### src/hdl/rsd_pkg.sv
// rsd_pkg: sizes, command and status codes, transfer structs and ring helpers
// for the reversible stack deque; no dependencies
package rsd_pkg;

   localparam int DEPTH     = 16;
   localparam int WORD_BITS = 32;
   localparam int IDX_BITS  = $clog2(DEPTH);
   localparam int CNT_BITS  = $clog2(DEPTH + 1);

   localparam logic [1:0] CMD_PUSH = 2'd0;
   localparam logic [1:0] CMD_POP  = 2'd1;
   localparam logic [1:0] CMD_FLIP = 2'd2;

   localparam logic [1:0] ST_OK    = 2'd0;
   localparam logic [1:0] ST_EMPTY = 2'd1;
   localparam logic [1:0] ST_FULL  = 2'd2;

   localparam logic [CNT_BITS-1:0] CNT_FULL = CNT_BITS'(DEPTH);

   typedef struct packed {
      logic [1:0]           command;
      logic [WORD_BITS-1:0] push_data;
   } req_type;

   typedef struct packed {
      logic [WORD_BITS-1:0] pop_data;
      logic [1:0]           status;
      logic [CNT_BITS-1:0]  occupancy;
      logic                 flipped;
   } rsp_type;

   // one memory access issued by the pointer logic
   typedef struct packed {
      logic                 wr_en;
      logic [IDX_BITS-1:0]  wr_addr;
      logic [WORD_BITS-1:0] wr_data;
      logic                 rd_en;
      logic [IDX_BITS-1:0]  rd_addr;
   } mem_req_type;

   // registered result info, lined up with the ram read data
   typedef struct packed {
      logic                valid;
      logic                pop_sel;
      logic [1:0]          status;
      logic [CNT_BITS-1:0] occupancy;
      logic                flipped;
   } rsp_meta_type;

   // base + off modulo DEPTH, with off at most DEPTH - 1
   function automatic logic [IDX_BITS-1:0] ring_add(input logic [IDX_BITS-1:0] base,
                                                    input logic [CNT_BITS-1:0] off);
      logic [CNT_BITS:0] sum;
      sum = {{(CNT_BITS + 1 - IDX_BITS){1'b0}}, base} + {1'b0, off};
      if (sum >= (CNT_BITS + 1)'(DEPTH)) begin
         sum = sum - (CNT_BITS + 1)'(DEPTH);
      end
      return sum[IDX_BITS-1:0];
   endfunction

   function automatic logic [IDX_BITS-1:0] ring_dec(input logic [IDX_BITS-1:0] base);
      logic [IDX_BITS-1:0] res;
      if (base == '0) begin
         res = IDX_BITS'(DEPTH - 1);
      end else begin
         res = base - 1'b1;
      end
      return res;
   endfunction

endpackage

### src/hdl/rsd_ram.sv
// rsd_ram: generic simple dual port ram, one write and one registered read port
// no dependencies
module rsd_ram #(
   parameter int WIDTH = 32,
   parameter int DEPTH = 16
) (
   input  logic                     clock,
   input  logic                     wr_en,
   input  logic [$clog2(DEPTH)-1:0] wr_addr,
   input  logic [WIDTH-1:0]         wr_data,
   input  logic                     rd_en,
   input  logic [$clog2(DEPTH)-1:0] rd_addr,
   output logic [WIDTH-1:0]         rd_data
);

   logic [WIDTH-1:0] mem_ff [DEPTH];
   logic [WIDTH-1:0] rd_data_ff;

   always_ff @(posedge clock) begin
      if (wr_en) begin
         mem_ff[wr_addr] <= wr_data;
      end
      if (rd_en) begin
         rd_data_ff <= mem_ff[rd_addr];
      end
   end

   assign rd_data = rd_data_ff;

endmodule

### src/hdl/rsd_ctrl.sv
// rsd_ctrl: low index, count and flip mode registers; decodes each command into
// at most one ram access and the registered result info; uses rsd_pkg
module rsd_ctrl (
   input  logic                  clock,
   input  logic                  reset,
   input  logic                  accept,
   input  rsd_pkg::req_type      req,
   output rsd_pkg::mem_req_type  mem_req,
   output rsd_pkg::rsp_meta_type meta
);
   import rsd_pkg::*;

   logic [IDX_BITS-1:0] low_ff, low_in;
   logic [CNT_BITS-1:0] count_ff, count_in;
   logic                flip_ff, flip_in;
   rsp_meta_type        meta_ff, meta_in;
   mem_req_type         mem_in;

   always_comb begin
      low_in   = low_ff;
      count_in = count_ff;
      flip_in  = flip_ff;
      mem_in   = '0;
      mem_in.wr_data = req.push_data;
      meta_in  = '0;

      if (accept) begin
         unique case (req.command)
            CMD_PUSH: begin
               if (count_ff == CNT_FULL) begin
                  meta_in.status = ST_FULL;
               end else if (flip_ff) begin
                  low_in         = ring_dec(low_ff);
                  mem_in.wr_en   = 1'b1;
                  mem_in.wr_addr = ring_dec(low_ff);
                  count_in       = count_ff + 1'b1;
               end else begin
                  mem_in.wr_en   = 1'b1;
                  mem_in.wr_addr = ring_add(low_ff, count_ff);
                  count_in       = count_ff + 1'b1;
               end
            end
            CMD_POP: begin
               if (count_ff == '0) begin
                  meta_in.status = ST_EMPTY;
               end else if (flip_ff) begin
                  mem_in.rd_en    = 1'b1;
                  mem_in.rd_addr  = low_ff;
                  low_in          = ring_add(low_ff, CNT_BITS'(1));
                  count_in        = count_ff - 1'b1;
                  meta_in.pop_sel = 1'b1;
               end else begin
                  mem_in.rd_en    = 1'b1;
                  mem_in.rd_addr  = ring_add(low_ff, count_ff - 1'b1);
                  count_in        = count_ff - 1'b1;
                  meta_in.pop_sel = 1'b1;
               end
            end
            CMD_FLIP: begin
               flip_in = ~flip_ff;
            end
            default: begin
               // unused code: no-op, reports unchanged state
            end
         endcase
         meta_in.valid     = 1'b1;
         meta_in.occupancy = count_in;
         meta_in.flipped   = flip_in;
      end
   end

   always_ff @(posedge clock) begin
      if (reset) begin
         low_ff   <= '0;
         count_ff <= '0;
         flip_ff  <= 1'b0;
         meta_ff  <= '0;
      end else begin
         low_ff   <= low_in;
         count_ff <= count_in;
         flip_ff  <= flip_in;
         meta_ff  <= meta_in;
      end
   end

   assign mem_req = mem_in;
   assign meta    = meta_ff;

endmodule

### src/hdl/reversible_stack_deque.sv
// reversible_stack_deque: top level, fixed-capacity stack with one-step reversal
// uses rsd_pkg, rsd_ctrl and rsd_ram
//
// The block takes one command per clock: busy stays low, so a command with
// start high is a transfer at every rising edge. Each command gives exactly one
// result, shown on rsp_item with rsp_strobe high for one cycle, in the cycle after
// the command transfer; the receiver cannot stall, so results never back up.
// The wait for the result is the registered read of the word ram. Words live in
// a DEPTH-entry ring; push and pop work at the high end, or at the low end
// while flipped. Push on full and pop on empty report their status and leave
// the state as it was. No clearing pass after reset: a pop only reads words a
// push has written.
module reversible_stack_deque (
   input  logic             clock,
   input  logic             reset,
   input  logic             start,
   output logic             busy,
   input  rsd_pkg::req_type req_item,
   output logic             rsp_strobe,
   output rsd_pkg::rsp_type rsp_item
);
   import rsd_pkg::*;

   logic                 accept;
   mem_req_type          mem_req;
   rsp_meta_type         meta;
   logic [WORD_BITS-1:0] rd_data;

   // no interlock needed: every ram access finishes before the next command
   // could touch the same entry
   assign busy   = 1'b0;
   assign accept = start && !busy;

   // pointer and mode logic, result info registered alongside the ram read
   rsd_ctrl u_ctrl (
      .clock   (clock),
      .reset   (reset),
      .accept  (accept),
      .req     (req_item),
      .mem_req (mem_req),
      .meta    (meta)
   );

   // word store
   rsd_ram #(
      .WIDTH (WORD_BITS),
      .DEPTH (DEPTH)
   ) u_ram (
      .clock   (clock),
      .wr_en   (mem_req.wr_en),
      .wr_addr (mem_req.wr_addr),
      .wr_data (mem_req.wr_data),
      .rd_en   (mem_req.rd_en),
      .rd_addr (mem_req.rd_addr),
      .rd_data (rd_data)
   );

   // result assembly: popped word only for a successful pop
   always_comb begin
      rsp_strobe         = meta.valid;
      rsp_item.pop_data  = meta.pop_sel ? rd_data : '0;
      rsp_item.status    = meta.status;
      rsp_item.occupancy = meta.occupancy;
      rsp_item.flipped   = meta.flipped;
   end

   // every command transfer yields a result on the next cycle
   a_rsp_follows: assert property (@(posedge clock) disable iff (reset)
      accept |=> rsp_strobe)
      else $error("missing result after command transfer");

   // no result without a command transfer in the previous cycle
   a_no_spurious: assert property (@(posedge clock) disable iff (reset)
      rsp_strobe |-> $past(accept))
      else $error("result without command transfer");

   // full status only with a full stack
   a_full_count: assert property (@(posedge clock) disable iff (reset)
      (rsp_strobe && rsp_item.status == ST_FULL) |-> (rsp_item.occupancy == CNT_FULL))
      else $error("push on full reported with stack not full");

   // empty status only with an empty stack, and never with a word
   a_empty_count: assert property (@(posedge clock) disable iff (reset)
      (rsp_strobe && rsp_item.status == ST_EMPTY)
         |-> (rsp_item.occupancy == '0 && rsp_item.pop_data == '0))
      else $error("pop on empty reported with stack not empty");

endmodule
### config.mk
export PLATFORM = sky130hd
export DESIGN_NAME = reversible_stack_deque
export DESIGN_NICKNAME = d
export VERILOG_FILES = /design/src/hdl/rsd_pkg.sv /design/src/hdl/rsd_ram.sv /design/src/hdl/rsd_ctrl.sv /design/src/hdl/reversible_stack_deque.sv
export SDC_FILE = /design/constraint.sdc
export NUM_CORES = 1
export LEC_CHECK = 0
export ABC_AREA = 1
export BUFFER_PORTS_ARGS = -buffer_cell sky130_fd_sc_hd__buf_2
export CAP_MARGIN = 20
export CORE_MARGIN = 4
export CORE_UTILIZATION = 55
export DETAILED_ROUTE_END_ITERATION = 16
export PLACE_DENSITY = 0.72
export SLEW_MARGIN = 5
export SYNTH_ARGS = -nofsm -noshare
export SYNTH_HDL_FRONTEND = slang
export SYNTH_SLANG_ARGS = --single-unit
### constraint.sdc
create_clock -name clock -period 4.9 [get_ports clock]
set_input_delay 0.98 -clock clock [delete_from_list [all_inputs] [get_ports clock]]
set_output_delay 0.98 -clock clock [all_outputs]
set_load 0.02 [all_outputs]
==> summary.md <==
| Metric | Value |
|---|---|
| P&R area growth vs syn | 10.8% |
| Root Buffer | clkbuf_16 |
| Unrepaired setup endpoints after global routing | no |
| Post-Route Hold Slack | about 0.58 ns |
| Slowest CP cell | inv_2 |
| Drt wl/cell | roughly 19 µm |
| P_leak | 12.3 nW |
| # DRC | 0 |
| DR iter-0 viols | between 2k and 2.5k |
| Worst-path maximum fanout | 115 |
| Die width | between 200 and 250 µm |
| Initial antenna violation count | 2 |
| Final Wtd Congestion | 0.853 |
| CTS resizes | 0 |
| Synth unique cells | 35 |
| Worst slew pin tran | between 1 and 1.5 ns |
| Via count | roughly 18k |
| Largest net degree at the start of global routing | between 150 and 200 |
| Critical-path cell list | inv_1 -> ha_1 -> nand2_2 -> nand2_8 -> nand3_4 -> inv_2 -> buf_4 -> nand2_1 -> nand2_1 -> nand2_1 -> nand2_1 -> nand2_1 -> nand2_1 -> nand2_1 |
| CTS tree | done |
| Multi-input logic area | about 6500 µm² |
| Crit path arrival time | about 4 ns |
| CTS Hold Bufs | 0 |
| Syn Area/Cell | roughly 10 µm² |
| Number of synthesized flops with an enable pin | ~540 |
| Gr usage total | around 25% |
| Clock buffer depth | 3 |
| Crit start category | flip-flop |
| Clk Latency, worst-skew pair | between 0.6 and 0.7 ns |
| CP most frequent cell | nand2_1 |
| Area of the mapped netlist | 25300 µm² |
| WS Path Type | flip-flop to flip-flop |
| Die ar. | roughly 49000 µm² |
| GR Overflow Total | 0 |
| Post-DP HPWL | 32100 µm |
| Register area | ~17000 µm² |
| Skew final | 0.0275 ns |
| Port Buffers | just under 80 |
| Final wirelength | about 62000 µm |
| Yosys Warn Count | 0 |
| Total power | 10.1 mW |
| Crit share post-route | 74.6% |
| Crit path buf inv count | 3 |
| Rows | 78 |
| Family with the most delay on the worst path | simple AND/OR/NAND/NOR gates |
| Async set or reset register ratio after synthesis | 0% |
| Final setup violation count | 0 |
| CP peak stage delay | roughly 0.73 ns |
| #FFs+latches synth | ~560 |
| Seq/Total Area, Yosys | between 60% and 70% |
| Post-Syn Instances | between 2k and 3k |
| Via density | 5.49 |
| Share of layout cells above drive strength 1 | around 8.6% |
| VDD IR max | between 0.0002 and 0.0003 V |
| Worst endpoint required time | ~5.3 ns |
| Core region area | roughly 45000 µm² |
| Final hold viol count | 0 |
| Vias in the first global route | around 17k |
| Max-slew headroom | 28.8% |
| F_max | between 200 and 300 MHz |
| Max-slew violation total from the final report | 0 |
| Die H | ~220 µm |
| Pre-Repair DR Iteration Count | 5 |
| Total CTS buffers | 56 |
| FILL cells | roughly 3.6k |
| Top_reg_cell synth | edfxtp_1 |
| Min Clock Period, post-route | ~3.7 ns |
| First-pass GRT wire length | about 97000 µm |
| Post-Syn Nets | approximately 2.6k |
| Crit. End Element | flip-flop |
| Clock Pin Slew Worst Setup and Hold Paths | about 0.06 ns |
| Initial Util | 55.8% |
| CTS H-tree depth | 2 |
| Setup TNS | 0 ns |
| MaxCap Viol Count | 0 |
| Tightest Hold Check Type | flip-flop to flip-flop |
| Status | finished, final reports clean |
| PD cells | approximately 360 nW/µm² |
| Nets@finish | 2612 |
| I/O pin total | 79 |
| Clk sink count | approximately 560 |
| DRT antenna net count | 0 |
| Post-CTS Setup Bufs | 0 |
sequential cells by signal (all words and copies together) (netlist names):
register / cells
u_ctrl.count_ff: 5
u_ctrl.flip_ff: 1
u_ctrl.low_ff: 4
u_ctrl.meta: 10
u_ram.mem_ff: 512
u_ram.rd_data: 32
cells in the mapped netlist (2+ instances only):
cell type / n / area (µm²)
nand4_1: 132 / 826
buf_2: 111 / 556
o21ai_0: 26 / 130
nor3_1: 2 / 10.0
o22ai_1: 4 / 25.0
inv_1: 380 / 1430
xor2_1: 6 / 52.6
nand2_2: 3 / 18.8
dfxtp_1: 20 / 400
nor2_8: 2 / 40.0
ha_1: 10 / 125
edfxtp_1: 544 / 16300
nor2_1: 286 / 1070
fa_1: 2 / 40.0
o21ai_1: 50 / 250
xnor2_1: 3 / 26.3
buf_4: 21 / 158
inv_2: 4 / 15.0
nand3_1: 145 / 726
nand3_4: 3 / 52.6
o221ai_1: 3 / 26.3
nand2_1: 746 / 2800
clkbuf_1: 11 / 41.3
a21oi_1: 7 / 35.0
buf_6: 3 / 33.8
power breakdown:
part | internal (mW) | leakage (nW) | switching, mW | total, mW
Combinational | 0.149 | 6.40 | 0.498 | 0.646
Clock | 2.38 | 0.848 | 1.77 | 4.14
Sequential | 5.33 | 5.06 | 0.0168 | 5.35
Total | 7.86 | 12.3 | 2.28 | 10.1
placed cells by master, fill, tap and decap left out, types with 4 or more instances in the layout:
cell       instances
a21oi_1            7
nand2_1          745
dfxtp_1           19
nand2_2            4
clkbuf_16         57
xor2_1             6
edfxtp_1         544
clkinv_1          19
o21ai_0           26
clkbuf_1          10
buf_4             25
nand3_1          145
nor2_4            17
buf_12            15
nand4_1          132
ha_1              10
bufinv_16          5
o21ai_1           50
inv_2              5
nor2_1           270
buf_2             77
o22ai_1            4
inv_1            379
clkinv_2           6
cells by family after synthesis:
kind of cell	Yosys count	synth area share, %
flip-flops	564	66.1
other	1	0.0148
buffers and inverters	530	8.81
AO/OA/AOI/OAI	96	2.02
adder cells (fa/ha/maj)	12	0.653
AND/OR/NAND/NOR	1322	22.0
XOR/XNOR	9	0.312
worst reg2reg max path: cells and delay by family, from the launching register on:
family / cells / cell delay [ns]
fa+ha+maj: 1 / 0.32
flops: 1 / 0.42
simple gates: 10 / 1.36
buf+inv: 3 / 1.31
per-stage QoR:
step / setup slack [ns] / cell area, µm² / util [%] / std cells
after floorplan: 1.37 / 25300 / - / 2534
after global placement: 1.32 / 26300 / 57.9 / 3104
after detailed placement: 1.24 / 26300 / 57.9 / 3104
after CTS: 1.24 / 28000 / 61.7 / 3205
after global routing: 1.02 / 28000 / 61.8 / 3206
final: 1.24 / 28000 / 61.8 / 3207
final cells by class:
class | instances | share of cell area, %
sequential | 564 | 59.7
antenna | 1 | 0.00893
timing repair buffer | 117 | 3.12
multi-input combinational | 1440 | 23.1
clock buffer | 67 | 5.22
inverter | 384 | 5.14
tap | 600 | 2.68
clock inverter | 34 | 1.01
metal layers:
layer  up-vias  track usage [%]  share of wire [%]
li1       8298                -                  -
met1      8335             33.3                 40
met2       815             41.6                 49
met3       147             3.74                8.5
met4         4             9.37                3.1
met5         -                0              0.055
final timing paths:
check,startpoint,endpoint,slack [ns],cells after the start
max,u_ctrl.count_ff[0]$_SDFFE_PP0P_,u_ram.rd_data[28]$_DFFE_PP_,1.24,14
min,u_ctrl.count_ff[1]$_SDFFE_PP0P_,u_ctrl.count_ff[1]$_SDFFE_PP0P_,0.58,2
max reg2reg,u_ctrl.count_ff[0]$_SDFFE_PP0P_,u_ram.rd_data[28]$_DFFE_PP_,1.24,14
min reg2reg,u_ctrl.count_ff[1]$_SDFFE_PP0P_,u_ctrl.count_ff[1]$_SDFFE_PP0P_,0.58,2
Note: power is estimated with default switching activity, not from simulation.
